[src/rgbtc_pkg.sv]
`timescale 1ns / 1ps
// ---------------------------------------------------------------------------
// rgbtc_pkg
// Types, constants and helpers for the RGBA to terminal colour code block.
// ---------------------------------------------------------------------------
package rgbtc_pkg;

  // Palette depth in use (2 .. 16); the entry field is fixed at 4 bits
  localparam int PALETTE_ENTRIES = 16;
  localparam int ENTRY_W         = 4;
  localparam logic [ENTRY_W-1:0] ENTRY_LAST = ENTRY_W'(PALETTE_ENTRIES - 1);

  // Configuration port
  localparam int CFG_IDX_W  = 2;
  localparam int CFG_DATA_W = 8;
  localparam logic [CFG_IDX_W-1:0] REG_OUTPUT_MODE = 2'd0;
  localparam logic [CFG_IDX_W-1:0] REG_GRAY_BAND   = 2'd1;

  // Output modes
  localparam logic [1:0] MODE_CUBE_GRAY = 2'd0;
  localparam logic [1:0] MODE_PAL_CODE  = 2'd1;

  // Reset values
  localparam logic [1:0] OUTPUT_MODE_RST = MODE_CUBE_GRAY;
  localparam logic [7:0] GRAY_BAND_RST   = 8'h16;

  // Cube and gray ramp offsets
  localparam logic [7:0] CUBE_BASE = 8'h10;
  localparam logic [7:0] GRAY_BASE = 8'he8;

  // Input actions
  localparam logic ACT_CONVERT = 1'b0;
  localparam logic ACT_LOAD    = 1'b1;

  typedef struct packed {
    logic               action;
    logic [7:0]         red;
    logic [7:0]         green;
    logic [7:0]         blue;
    logic [7:0]         alpha;
    logic [ENTRY_W-1:0] entry_index;
  } in_t;

  typedef struct packed {
    logic [7:0] colour_code;
    logic       went_gray;
  } out_t;

  // Sequencer states, one-hot
  typedef enum logic [5:0] {
    ST_IDLE   = 6'b000001,
    ST_SCALE  = 6'b000010,
    ST_LUM    = 6'b000100,
    ST_CLASS  = 6'b001000,
    ST_SEARCH = 6'b010000,
    ST_DONE   = 6'b100000
  } state_t;

  function automatic logic [7:0] abs_diff(input logic [7:0] x, input logic [7:0] y);
    abs_diff = (x > y) ? (x - y) : (y - x);
  endfunction

  // Fixed 256-colour code of each palette index
  function automatic logic [7:0] code_of_index(input logic [ENTRY_W-1:0] idx);
    case (idx)
      4'd0:    code_of_index = 8'h10;
      4'd1:    code_of_index = 8'h12;
      4'd2:    code_of_index = 8'h1c;
      4'd3:    code_of_index = 8'h1e;
      4'd4:    code_of_index = 8'h58;
      4'd5:    code_of_index = 8'h5a;
      4'd6:    code_of_index = 8'h64;
      4'd7:    code_of_index = 8'hfa;
      4'd8:    code_of_index = 8'hf4;
      4'd9:    code_of_index = 8'h15;
      4'd10:   code_of_index = 8'h2e;
      4'd11:   code_of_index = 8'h33;
      4'd12:   code_of_index = 8'hc4;
      4'd13:   code_of_index = 8'hc9;
      4'd14:   code_of_index = 8'he2;
      default: code_of_index = 8'he7;
    endcase
  endfunction

endpackage

[src/rgba_to_terminal_colour_code.sv]
`timescale 1ns / 1ps
// ---------------------------------------------------------------------------
// rgba_to_terminal_colour_code
// Converts an RGBA pixel to a terminal colour number (cube/gray or nearest
// of a loadable 16-entry palette); load transactions write the palette.
// ---------------------------------------------------------------------------
// Cube/gray mode steps through SCALE (one channel at a time), LUM, CLASS and DONE; palette
// modes through SCALE, SEARCH (every entry) and DONE. Loads write on acceptance, no result.
// One pixel in flight: the next pixel is taken only once the sequencer is back in IDLE,
// later while a result is stalled; the shared alpha multiplier and the
// one-entry-per-cycle distance unit set the pace.
// Reset (rst_n low, synchronous) clears palette, output_mode 0, gray_band 22, out_valid.
// ---------------------------------------------------------------------------
module rgba_to_terminal_colour_code
  import rgbtc_pkg::*;
(
  input  logic                  clk,
  input  logic                  rst_n,
  // pixel / load channel
  input  logic                  in_valid,
  output logic                  in_stall,
  input  in_t                   in_data,
  // result channel
  output logic                  out_valid,
  input  logic                  out_stall,
  output out_t                  out_data,
  // configuration write channel
  input  logic                  cfg_valid,
  output logic                  cfg_ready,
  input  logic [CFG_IDX_W-1:0]  cfg_index,
  input  logic [CFG_DATA_W-1:0] cfg_data
);

  // Configuration registers
  logic [1:0] output_mode_r;
  logic [7:0] gray_band_r;

  // Palette: 16 x {r,g,b}, cleared at reset
  logic [23:0] palette_r [16];

  // Sequencer
  state_t             state_r;
  logic [1:0]         chan_r;       // channel being scaled
  logic [ENTRY_W-1:0] entry_r;      // palette entry being compared

  // Pixel working registers
  logic [7:0]         red_r, green_r, blue_r, alpha_r;
  logic [7:0]         lum_r;
  logic [9:0]         best_dist_r;
  logic [ENTRY_W-1:0] best_idx_r;
  out_t               result_r;

  // Output register
  logic out_valid_r;
  out_t out_data_r;

  logic in_acc;
  logic out_free;

  assign in_stall  = (state_r != ST_IDLE);
  assign in_acc    = in_valid && !in_stall;
  assign cfg_ready = 1'b1;
  assign out_free  = !out_valid_r || !out_stall;
  assign out_valid = out_valid_r;
  assign out_data  = out_data_r;

  // -------------------------------------------------------------------------
  // Shared alpha multiplier: c*a/255 via (x + 1 + (x >> 8)) >> 8, exact for
  // every 16-bit product.
  // -------------------------------------------------------------------------
  logic [7:0]  mul_c;
  logic [15:0] mul_p;
  logic [16:0] div_sum;
  logic [7:0]  scaled;

  always_comb begin
    case (chan_r)
      2'd0:    mul_c = red_r;
      2'd1:    mul_c = green_r;
      default: mul_c = blue_r;
    endcase
    mul_p   = mul_c * alpha_r;
    div_sum = {1'b0, mul_p} + 17'd1 + {9'd0, mul_p[15:8]};
    scaled  = div_sum[15:8];
  end

  // -------------------------------------------------------------------------
  // Luminance: (r+g+b)/3 as (sum*683) >> 11, exact up to 765
  // -------------------------------------------------------------------------
  logic [9:0]  lum_sum;
  logic [19:0] lum_prod;
  logic [7:0]  lum_val;

  always_comb begin
    lum_sum  = {2'b00, red_r} + {2'b00, green_r} + {2'b00, blue_r};
    lum_prod = {10'd0, lum_sum} * 20'd683;
    lum_val  = lum_prod[18:11];
  end

  // -------------------------------------------------------------------------
  // Cube / gray classification
  // -------------------------------------------------------------------------
  logic        colourful;
  logic [10:0] r6, g6, b6;
  logic [12:0] lum24;
  logic [7:0]  cube_code, gray_code;

  always_comb begin
    colourful = (abs_diff(red_r, lum_r)   > gray_band_r) ||
                (abs_diff(green_r, lum_r) > gray_band_r) ||
                (abs_diff(blue_r, lum_r)  > gray_band_r);
    r6 = {1'b0, red_r, 2'b00}   + {2'b00, red_r, 1'b0};
    g6 = {1'b0, green_r, 2'b00} + {2'b00, green_r, 1'b0};
    b6 = {1'b0, blue_r, 2'b00}  + {2'b00, blue_r, 1'b0};
    // 16 + 36r' + 6g' + b'
    cube_code = CUBE_BASE
              + {r6[10:8], 5'b00000} + {3'b000, r6[10:8], 2'b00}
              + {3'b000, g6[10:8], 2'b00} + {4'b0000, g6[10:8], 1'b0}
              + {5'b00000, b6[10:8]};
    lum24     = {1'b0, lum_r, 4'h0} + {2'b00, lum_r, 3'h0};
    gray_code = GRAY_BASE + {3'b000, lum24[12:8]};
  end

  // -------------------------------------------------------------------------
  // Shared distance unit: Manhattan distance to one palette entry per cycle
  // -------------------------------------------------------------------------
  logic [23:0] entry_rgb;
  logic [9:0]  entry_dist;
  logic        take_entry;

  always_comb begin
    entry_rgb  = palette_r[entry_r];
    entry_dist = {2'b00, abs_diff(red_r,   entry_rgb[23:16])}
               + {2'b00, abs_diff(green_r, entry_rgb[15:8])}
               + {2'b00, abs_diff(blue_r,  entry_rgb[7:0])};
    // first entry always taken; strict less keeps the lowest index on a tie
    take_entry = (entry_r == '0) || (entry_dist < best_dist_r);
  end

  // -------------------------------------------------------------------------
  // Configuration and palette writes
  // -------------------------------------------------------------------------
  always_ff @(posedge clk) begin
    if (!rst_n) begin
      output_mode_r <= OUTPUT_MODE_RST;
      gray_band_r   <= GRAY_BAND_RST;
    end else if (cfg_valid && cfg_ready) begin
      unique case (cfg_index)
        REG_OUTPUT_MODE: output_mode_r <= cfg_data[1:0];
        REG_GRAY_BAND:   gray_band_r   <= cfg_data;
        default:         ;
      endcase
    end
  end

  always_ff @(posedge clk) begin
    if (!rst_n) begin
      for (int i = 0; i < 16; i++) begin
        palette_r[i] <= '0;
      end
    end else if (in_acc && in_data.action == ACT_LOAD &&
                 {1'b0, in_data.entry_index} < (ENTRY_W+1)'(PALETTE_ENTRIES)) begin
      palette_r[in_data.entry_index] <= {in_data.red, in_data.green, in_data.blue};
    end
  end

  // -------------------------------------------------------------------------
  // Sequencer
  // -------------------------------------------------------------------------
  always_ff @(posedge clk) begin
    if (!rst_n) begin
      state_r     <= ST_IDLE;
      chan_r      <= '0;
      entry_r     <= '0;
      out_valid_r <= 1'b0;
    end else begin
      // result register: filled from DONE, emptied when taken
      if (state_r == ST_DONE && out_free) begin
        out_valid_r <= 1'b1;
      end else if (out_valid_r && !out_stall) begin
        out_valid_r <= 1'b0;
      end
      unique case (state_r)
        ST_IDLE: begin
          if (in_acc && in_data.action == ACT_CONVERT) begin
            state_r <= ST_SCALE;
            chan_r  <= '0;
          end
        end
        ST_SCALE: begin
          if (chan_r == 2'd2) begin
            state_r <= (output_mode_r == MODE_CUBE_GRAY) ? ST_LUM : ST_SEARCH;
            entry_r <= '0;
          end
          chan_r <= chan_r + 2'd1;
        end
        ST_LUM:   state_r <= ST_CLASS;
        ST_CLASS: state_r <= ST_DONE;
        ST_SEARCH: begin
          if (entry_r == ENTRY_LAST) begin
            state_r <= ST_DONE;
          end
          entry_r <= entry_r + ENTRY_W'(1);
        end
        ST_DONE: begin
          if (out_free) begin
            state_r <= ST_IDLE;
          end
        end
        default: state_r <= ST_IDLE;
      endcase
    end
  end

  // Datapath registers (no reset)
  always_ff @(posedge clk) begin
    if (in_acc && in_data.action == ACT_CONVERT) begin
      red_r   <= in_data.red;
      green_r <= in_data.green;
      blue_r  <= in_data.blue;
      alpha_r <= in_data.alpha;
    end
    if (state_r == ST_SCALE) begin
      case (chan_r)
        2'd0:    red_r   <= scaled;
        2'd1:    green_r <= scaled;
        default: blue_r  <= scaled;
      endcase
    end
    if (state_r == ST_LUM) begin
      lum_r <= lum_val;
    end
    if (state_r == ST_CLASS) begin
      result_r.colour_code <= colourful ? cube_code : gray_code;
      result_r.went_gray   <= !colourful;
    end
    if (state_r == ST_SEARCH) begin
      if (take_entry) begin
        best_dist_r <= entry_dist;
        best_idx_r  <= entry_r;
      end
      if (entry_r == ENTRY_LAST) begin
        // final pick may be this very entry
        result_r.went_gray <= 1'b0;
        if (output_mode_r == MODE_PAL_CODE) begin
          result_r.colour_code <= code_of_index(take_entry ? entry_r : best_idx_r);
        end else begin
          result_r.colour_code <= {{(8-ENTRY_W){1'b0}},
                                   (take_entry ? entry_r : best_idx_r)};
        end
      end
    end
    if (state_r == ST_DONE && out_free) begin
      out_data_r <= result_r;
    end
  end

endmodule

[config.mk]
export PLATFORM = sky130hd
export DESIGN_NAME = rgba_to_terminal_colour_code
export DESIGN_NICKNAME = d
export VERILOG_FILES = /design/src/rgbtc_pkg.sv /design/src/rgba_to_terminal_colour_code.sv
export SDC_FILE = /design/constraint.sdc
export NUM_CORES = 1
export LEC_CHECK = 0
export ABC_CLOCK_PERIOD_IN_PS = 19650
export BUFFER_PORTS_ARGS = -buffer_cell sky130_fd_sc_hd__buf_2
export CAP_MARGIN = 25
export CORE_MARGIN = 10
export CORE_UTILIZATION = 55
export DETAILED_ROUTE_END_ITERATION = 10
export PLACE_DENSITY_LB_ADDON = 0.05
export SLEW_MARGIN = 20
export SYNTH_ARGS = -nofsm -noshare
export SYNTH_HDL_FRONTEND = slang
export SYNTH_SLANG_ARGS = --single-unit
[constraint.sdc]
create_clock -name clk -period 19.65 [get_ports clk]
set_clock_uncertainty 0.2 [all_clocks]
set_input_delay 3.93 -clock clk [delete_from_list [all_inputs] [get_ports clk]]
set_output_delay 3.93 -clock clk [all_outputs]
set_load 0.05 [all_outputs]
* Yosys cells after proc, flatten, opt, wreduce, memory -nomap -nowiden
Memories as Yosys holds them, arrays and structs flattened. A register that Yosys moved wholly into a read port is not among the register bits. Cells that the tools add are included.
Word-level totals: memory bits (read-only) 128, bits in writable memories 384, flip-flop bits (word level) 95, memories 2
Memory list:
- palette_r | depth 16, bits a word 24, read ports 1, clocked after Yosys merged registers in 1, write ports 16, RTL line rgba_to_terminal_colour_code.sv:39 | logic [23:0] palette_r [16];
- (name not given) | depth 16, bits a word 8, read ports 1, clocked after Yosys merged registers in 0, write ports 0, RTL line rgbtc_pkg.sv:65 | case (idx)
Cells by class: bitwise operators 1, muxes and demuxes 43, order comparisons 10, add/subtract/negate cells 30, eq/ne operators 16, multiply operators 2, reduce and logical (&&, ||, !) cells 28
Operators with widths (count):
- 8-bit two-way mux | 17
- 8-bit subtractor | 12
- 8-bit > comparator | 9
- 6-bit case mux with 6 select lines | 1
- 10-bit by 9-bit adder with 11-bit output | 3
- 9-bit two-way mux | 3
- 24-bit two-way mux | 1
- 6-bit two-way mux | 4
- 24-bit OR reduction | 1
- 9-bit by 8-bit adder with 10-bit output | 2
- 4-bit two-way mux | 5
- 10-bit by 10-bit multiplier with 19-bit output (second input constant) | 1
- 8-bit by 8-bit adder with 9-bit output | 2
- 16-bit by 1-bit adder with 16-bit output (second input constant) | 1
- 16-bit by 8-bit adder with 16-bit output | 1
- 8-bit by 5-bit adder with 8-bit output | 2
- 8-bit by 8-bit multiplier with 16-bit output | 1
- 8-bit case mux with 2 select lines | 1
- 12-bit by 11-bit adder with 13-bit output | 1
- 10-bit < comparator | 1
- 2-bit AND reduction | 5
- 5-bit by 8-bit adder with 8-bit output (first input constant) | 1
- 8-bit by 3-bit adder with 8-bit output | 1
- 8-bit by 4-bit adder with 8-bit output | 1
- other kinds (28) | 53

* Longest topological paths before layout
Gate-level depths: netlist of the first run. An unclocked memory read counts as a cell.
word-level depth 11, gate-level depth with buffers 41, gate-level depth less buffers 34

* Least setup slack after synthesis of the first run
Ideal clock, no wire load.
path kind reg2reg, start register (tool-made name), end register result_r[3] in the netlist's numbering, setup time 0.101 ns, stages on the path, launching flop included 40, arrival 7.761 ns, slack 11.588 ns, data required time 19.349 ns, cell sequence dfxtp_1 -> clkbuf_1 -> buf_2 -> buf_2 -> mux4_2 -> mux4_2 -> ha_1 -> inv_1 -> fa_1 -> a211oi_1 -> o21a_1 -> o21bai_1 -> and2_1 -> buf_2 -> buf_2 -> mux2i_1 -> xnor2_1 -> fa_1 -> [... 4 more ...] -> o21bai_1 -> a21oi_1 -> o21bai_1 -> a21oi_1 -> xnor2_1 -> ha_1 -> a2111oi_0 -> a21oi_1 -> a21o_1 -> buf_2 -> nand3_1 -> and2_1 -> clkbuf_1 -> inv_1 -> ha_1 -> nand2_1 -> o211a_1 -> o41ai_1
RTL lines:
- end: declaration | RTL line rgba_to_terminal_colour_code.sv:51 | out_t result_r;

==> flow_summary.toml, run 1 <==
[status]
outcome = "completed"

[synthesis]
syn-num-nets = 3094
synth_async_sr_flop_share_pct = 0
syn_area_mm2 = 0.0317
seq_area_frac_synth_pct = 43.9
avgSynthCellArea_um2 = 11.9
synthTopCellsByArea = "edfxtp_1, ha_1, mux4_2, and2_1, fa_1"
netlist.area_leader.share_pct = 40.1
ys_ff_latch = 483
synth_edf_count = 423
yosysTopAreaCell = "edfxtp_1"
ys.flop_type = "edfxtp_1"
yosysUniqueCellTypes = 87
yosysWarningCount = 0
postSynthCellCount = 2665

[worst_setup_path]
timing.rr.end = "result_r[3]$_DFF_P_"
cp.arrival_ns = 10.12
end_kind = "register"
start_kind = "register"
critPathMaxStageDelay_ns = 0.76
reg2regPathDepth = 32
crit_required_ns = 19.94
worst_path_max_delay_cell = "dfxtp_4"
setup.worst_path.class = "register to register"
path_max_fanout = 37
cp_common_cell = "a21oi_1"
reg2reg_slack_ns = 9.82

[floorplanning]
coreArea_mm2 = 0.0567
dieArea_mm2 = 0.0676
rows = 87
start_util_pct = 55.9
die_h_um = 260
io_pins = 64
dieWidth_um = 260

[global_routing]
grt_max_degree = 60
grt_pass1_wl_mm = 135
grt_pass1_vias = 21428
grt_overflow = 0
grt_antenna_before_repair = 3
grt_usage_pct = 26.6

[final_layout]
final_net_count = 3138
num-fill-cells = 4521
drive_above_1_share_pct = 13.5
final_cell_mix = "edfxtp_1, and2_1, ha_1, inv_1, nand2_1"
final_cell_area_mm2 = 0.0346
area_growth_syn_to_layout_pct = 9.14
mostFrequentLayoutCell = "edfxtp_1"

[placement]
port_buffers = 62
dpl.hpwl_mm = 62.1
post-place-ws_ns = 9.85
gp_congestion = 0.902
place_area_mm2 = 0.0329

[timing]
worst-slew-pin-transition_ns = 1.11
fin_crit_sh_pct = 50.0
slew_headroom_pct = 25.8
setup_viol = 0
rsz0062_at_grt = "false"
fin_ws_ns = 9.82
final-max-slew-violation-count = 0
fin_setup_tns_ns = 0
hold_violations = 0
min_period_ns = 9.83
fmax_mhz = 102

[clocking]
post_cts_buffers = 0
h-tree-depth = 2
clk_pin_slew_ns = 0.06
cts_resized = 0
cts-buffers-inserted = 52
holdBufCountCts = 0
clockBufferDepth = 3
cts_tree = "done"
clock_sinks = 483
clk_root_buffer_cell = "clkbuf_16"
clock_latency_ns = 0.63

[worst_hold_path]
hold_path_startpoint = "result_r[2]$_DFF_P_"
hold_class = "register to register"
holdPathStages = 0
min_to = "out_data[2]$_DFFE_PP_"

[drt]
drtPass1Iterations = 5
remaining_drc_errors = 0
avgViaCountPerCell = 6.03
ant_nets = 0
wl_per_cell_um = 25.5
dr_total_vias = 21128
drt_wl_total_mm = 89.5
drtIter0Drc = 2050

[run]
cap_violations = 0
## metrics by stage
stage                     instances  utilization [%]  hold slack (ns)
after floorplan                2665                -            0.200
final                          3505             61.0            0.236
after global placement         3409             58.0            0.221
after detailed placement       3409             58.0            0.221
after CTS                      3502             61.0            0.236
after global routing           3505             61.0            0.252
## kinds of logic (layout without fill, tap and decap cells)
group / count (synthesis) / in the layout / synth area share (%)
compound gates: 397 / 397 / 8.11
xor+xnor: 85 / 85 / 2.35
fa+ha+maj: 377 / 377 / 17.0
buf+inv: 346 / 429 / 4.19
flops: 483 / 483 / 43.9
mux: 173 / 173 / 10.3
other cells: 1 / 2 / 0.0118
simple gates: 803 / 803 / 14.1
## sequential cells by signal, summed over array words and instances, names as in the netlist, 2 cells and up, named ones only
name	cells
green_r	8
entry_r	4
blue_r	8
lum_r	8
gray_band_r	8
palette_r	384
output_mode_r	2
alpha_r	8
chan_r	2
state_r	6
red_r	8
result_r	9
out_data	9
best_dist_r	10
best_idx_r	4
## layout make-up
cell class	instances	area, µm²	area share [%]
multi-input cells	1836	16500	47.8
flip-flops and latches	483	13900	40.2
clock buffers	66	1350	3.91
well taps	756	946	2.73
inverters	231	867	2.51
repair buffers	105	637	1.84
clock inverters	27	334	0.966
diodes	1	2.50	0.00723
## synthesized netlist by cell type, drive strengths merged, types with 31 or more instances
cell type,instances
clkbuf,95
o21ai,113
inv,231
ha,286
xnor2,54
a21oi,104
mux2i,31
a21o,38
edfxtp,423
nand3,37
xor2,31
dfxtp,60
and2,419
nor2,69
fa,91
nand2,161
mux4,120
## layer usage
metal | vias to the layer above | part of all wire [%] | GRT usage (%)
met5 | - | 0 | 0
met4 | 0 | 2.6 | 7.35
met1 | 10603 | 41 | 35.3
li1 | 9625 | - | -
met2 | 752 | 49 | 45.0
met3 | 148 | 6.7 | 3.54
## critical path, delay by kind of cell (launching register included)
family	cells	cell delay [ns]
AO/OA/AOI/OAI	15	3.46
adder cells (fa/ha/maj)	6	1.86
multiplexers	3	1.34
AND/OR/NAND/NOR	3	0.88
buffers and inverters	3	0.82
flip-flops	1	0.76
XOR/XNOR	2	0.34
## how the worst max path moves through the flow
| stage | to | slack [ns] | depth (start not counted) |
|---|---|---|---|
| 4_1_cts | result_r[3]$_DFF_P_ | 9.82 | 32 |
| 3_5_place_dp | result_r[3]$_DFF_P_ | 9.85 | 32 |
| 3_3_place_gp | result_r[3]$_DFF_P_ | 10.01 | 32 |
| 6_report | result_r[3]$_DFF_P_ | 9.82 | 32 |
| 2_1_floorplan | result_r[3]$_DFF_P_ | 11.59 | 39 |
| 5_1_grt | result_r[3]$_DFF_P_ | 9.21 | 32 |
Power of run 1 is not shown: default switching activity piles up to over one toggle a cycle in this logic, so the estimate is an artifact.
==> run 2: changes to the inputs <==
ABC_CLOCK_PERIOD_IN_PS = 9200   (was 19650)
clock period = 9.2 ns   (was 19.65 ns; I/O delays follow)
==> flow_summary.toml, run 2 (synthesized netlist as in run 1, its figures left out) <==
[timing]
final-max-slew-violation-count = 0
setup_viol = 0
fin_setup_tns_ns = 0
hold_violations = 0
min_period_ns = 8.55
fin_ws_ns = 0.654
fin_crit_sh_pct = 92.9
fmax_mhz = 117
slew_headroom_pct = 27.0
rsz0062_at_grt = "false"
worst-slew-pin-transition_ns = 1.10

[clocking]
cts_tree = "done"
cts-buffers-inserted = 52
post_cts_buffers = 0
holdBufCountCts = 0
clock_sinks = 483
clk_root_buffer_cell = "clkbuf_16"
clk_pin_slew_ns = 0.06
h-tree-depth = 2
cts_resized = 0
clock_latency_ns = 0.64
clockBufferDepth = 3

[final_layout]
multiInputGateArea_mm2 = 0.0165
area_growth_syn_to_layout_pct = 9.52
top_regs = "palette_r (384), best_dist_r (10)"
final_cell_mix = "edfxtp_1, and2_1, ha_1, inv_1, nand2_1"
ff_latch_area_mm2 = 0.0139
largest_reg_flops = 384
mostFrequentLayoutCell = "edfxtp_1"
regMostFlops = "palette_r"
num-fill-cells = 4590
drive_above_1_share_pct = 13.6
final_net_count = 3143

[drt]
wl_per_cell_um = 25.2
remaining_drc_errors = 0
drtIter0Drc = 1750
drt_wl_total_mm = 88.6
ant_nets = 0
dr_total_vias = 21150
avgViaCountPerCell = 6.02
drtPass1Iterations = 7

[status]
outcome = "completed"

[worst_setup_path]
worst_path_max_delay_cell = "mux4_2"
cp_common_cell = "a21oi_1"
end_kind = "register"
setup.worst_path.class = "register to register"
start_kind = "register"
cp.arrival_ns = 8.82
crit_required_ns = 9.48
critPathMaxStageDelay_ns = 0.54
path_max_fanout = 34

[floorplanning]
start_util_pct = 55.9
rows = 87
io_pins = 64
die_h_um = 260
dieWidth_um = 260
dieArea_mm2 = 0.0676
coreArea_mm2 = 0.0567

[global_routing]
grt_overflow = 0
grt_pass1_wl_mm = 135
grt_pass1_vias = 21793
grt_max_degree = 56
grt_usage_pct = 26.4
grt_antenna_before_repair = 2

[placement]
dpl.hpwl_mm = 62.6
gp_congestion = 0.899
post-place-ws_ns = 0.756
port_buffers = 62

[run]
cap_violations = 0

[worst_hold_path]
hold_class = "register to register"
## run 2: final cells by class
| class | instances | area share (%) |
|---|---|---|
| clock buffer | 62 | 3.86 |
| tap | 756 | 2.72 |
| sequential | 483 | 40.1 |
| multi-input combinational | 1836 | 47.6 |
| clock inverter | 35 | 1.03 |
| inverter | 231 | 2.50 |
| timing repair buffer | 110 | 2.17 |
| antenna | 1 | 0.00721 |
## run 2: path summary, 6_finish.rpt
| check | endpoint | cells after the start | slack (ns) | start |
|---|---|---|---|---|
| setup reg to reg | result_r[3]$_DFF_P_ | 32 | 0.65 | register |
| setup / recovery | result_r[3]$_DFF_P_ | 32 | 0.65 | register |
| hold / removal | out_data[0]$_DFFE_PP_ | 0 | 0.24 | result_r[0]$_DFF_P_ |
| hold reg to reg | out_data[0]$_DFFE_PP_ | 0 | 0.24 | result_r[0]$_DFF_P_ |
## run 2: per-stage QoR
stage / hold slack [ns] / cells / utilization, % / instance area, µm²
5_1_grt: 0.251 / 3514 / 61.2 / 34700
2_1_floorplan: 0.200 / 2665 / - / 31700
6_report: 0.236 / 3514 / 61.2 / 34700
4_1_cts: 0.235 / 3511 / 61.2 / 34700
3_5_place_dp: 0.227 / 3414 / 58.2 / 33000
3_3_place_gp: 0.225 / 3414 / 58.2 / 33000
## run 2: worst max-delay path: cells and delay by family, from the launching register on
family | cells | cell delay, ns
adder cells (fa/ha/maj) | 6 | 1.72
multiplexers | 3 | 1.32
XOR/XNOR | 2 | 0.50
AO/OA/AOI/OAI | 15 | 3.11
flip-flops | 1 | 0.38
AND/OR/NAND/NOR | 3 | 0.70
buffers and inverters | 3 | 0.42
## run 2: per-layer routing
layer  routed length [µm]  vias up  global-route usage (%)
met5                    0        -                       0
met3                 5700      125                    3.45
met4                 2160        0                    7.49
li1                     -     9635                       -
met1                37800    10692                    36.1
met2                42900      698                    43.7
Power of run 2 is left out for the same reason.
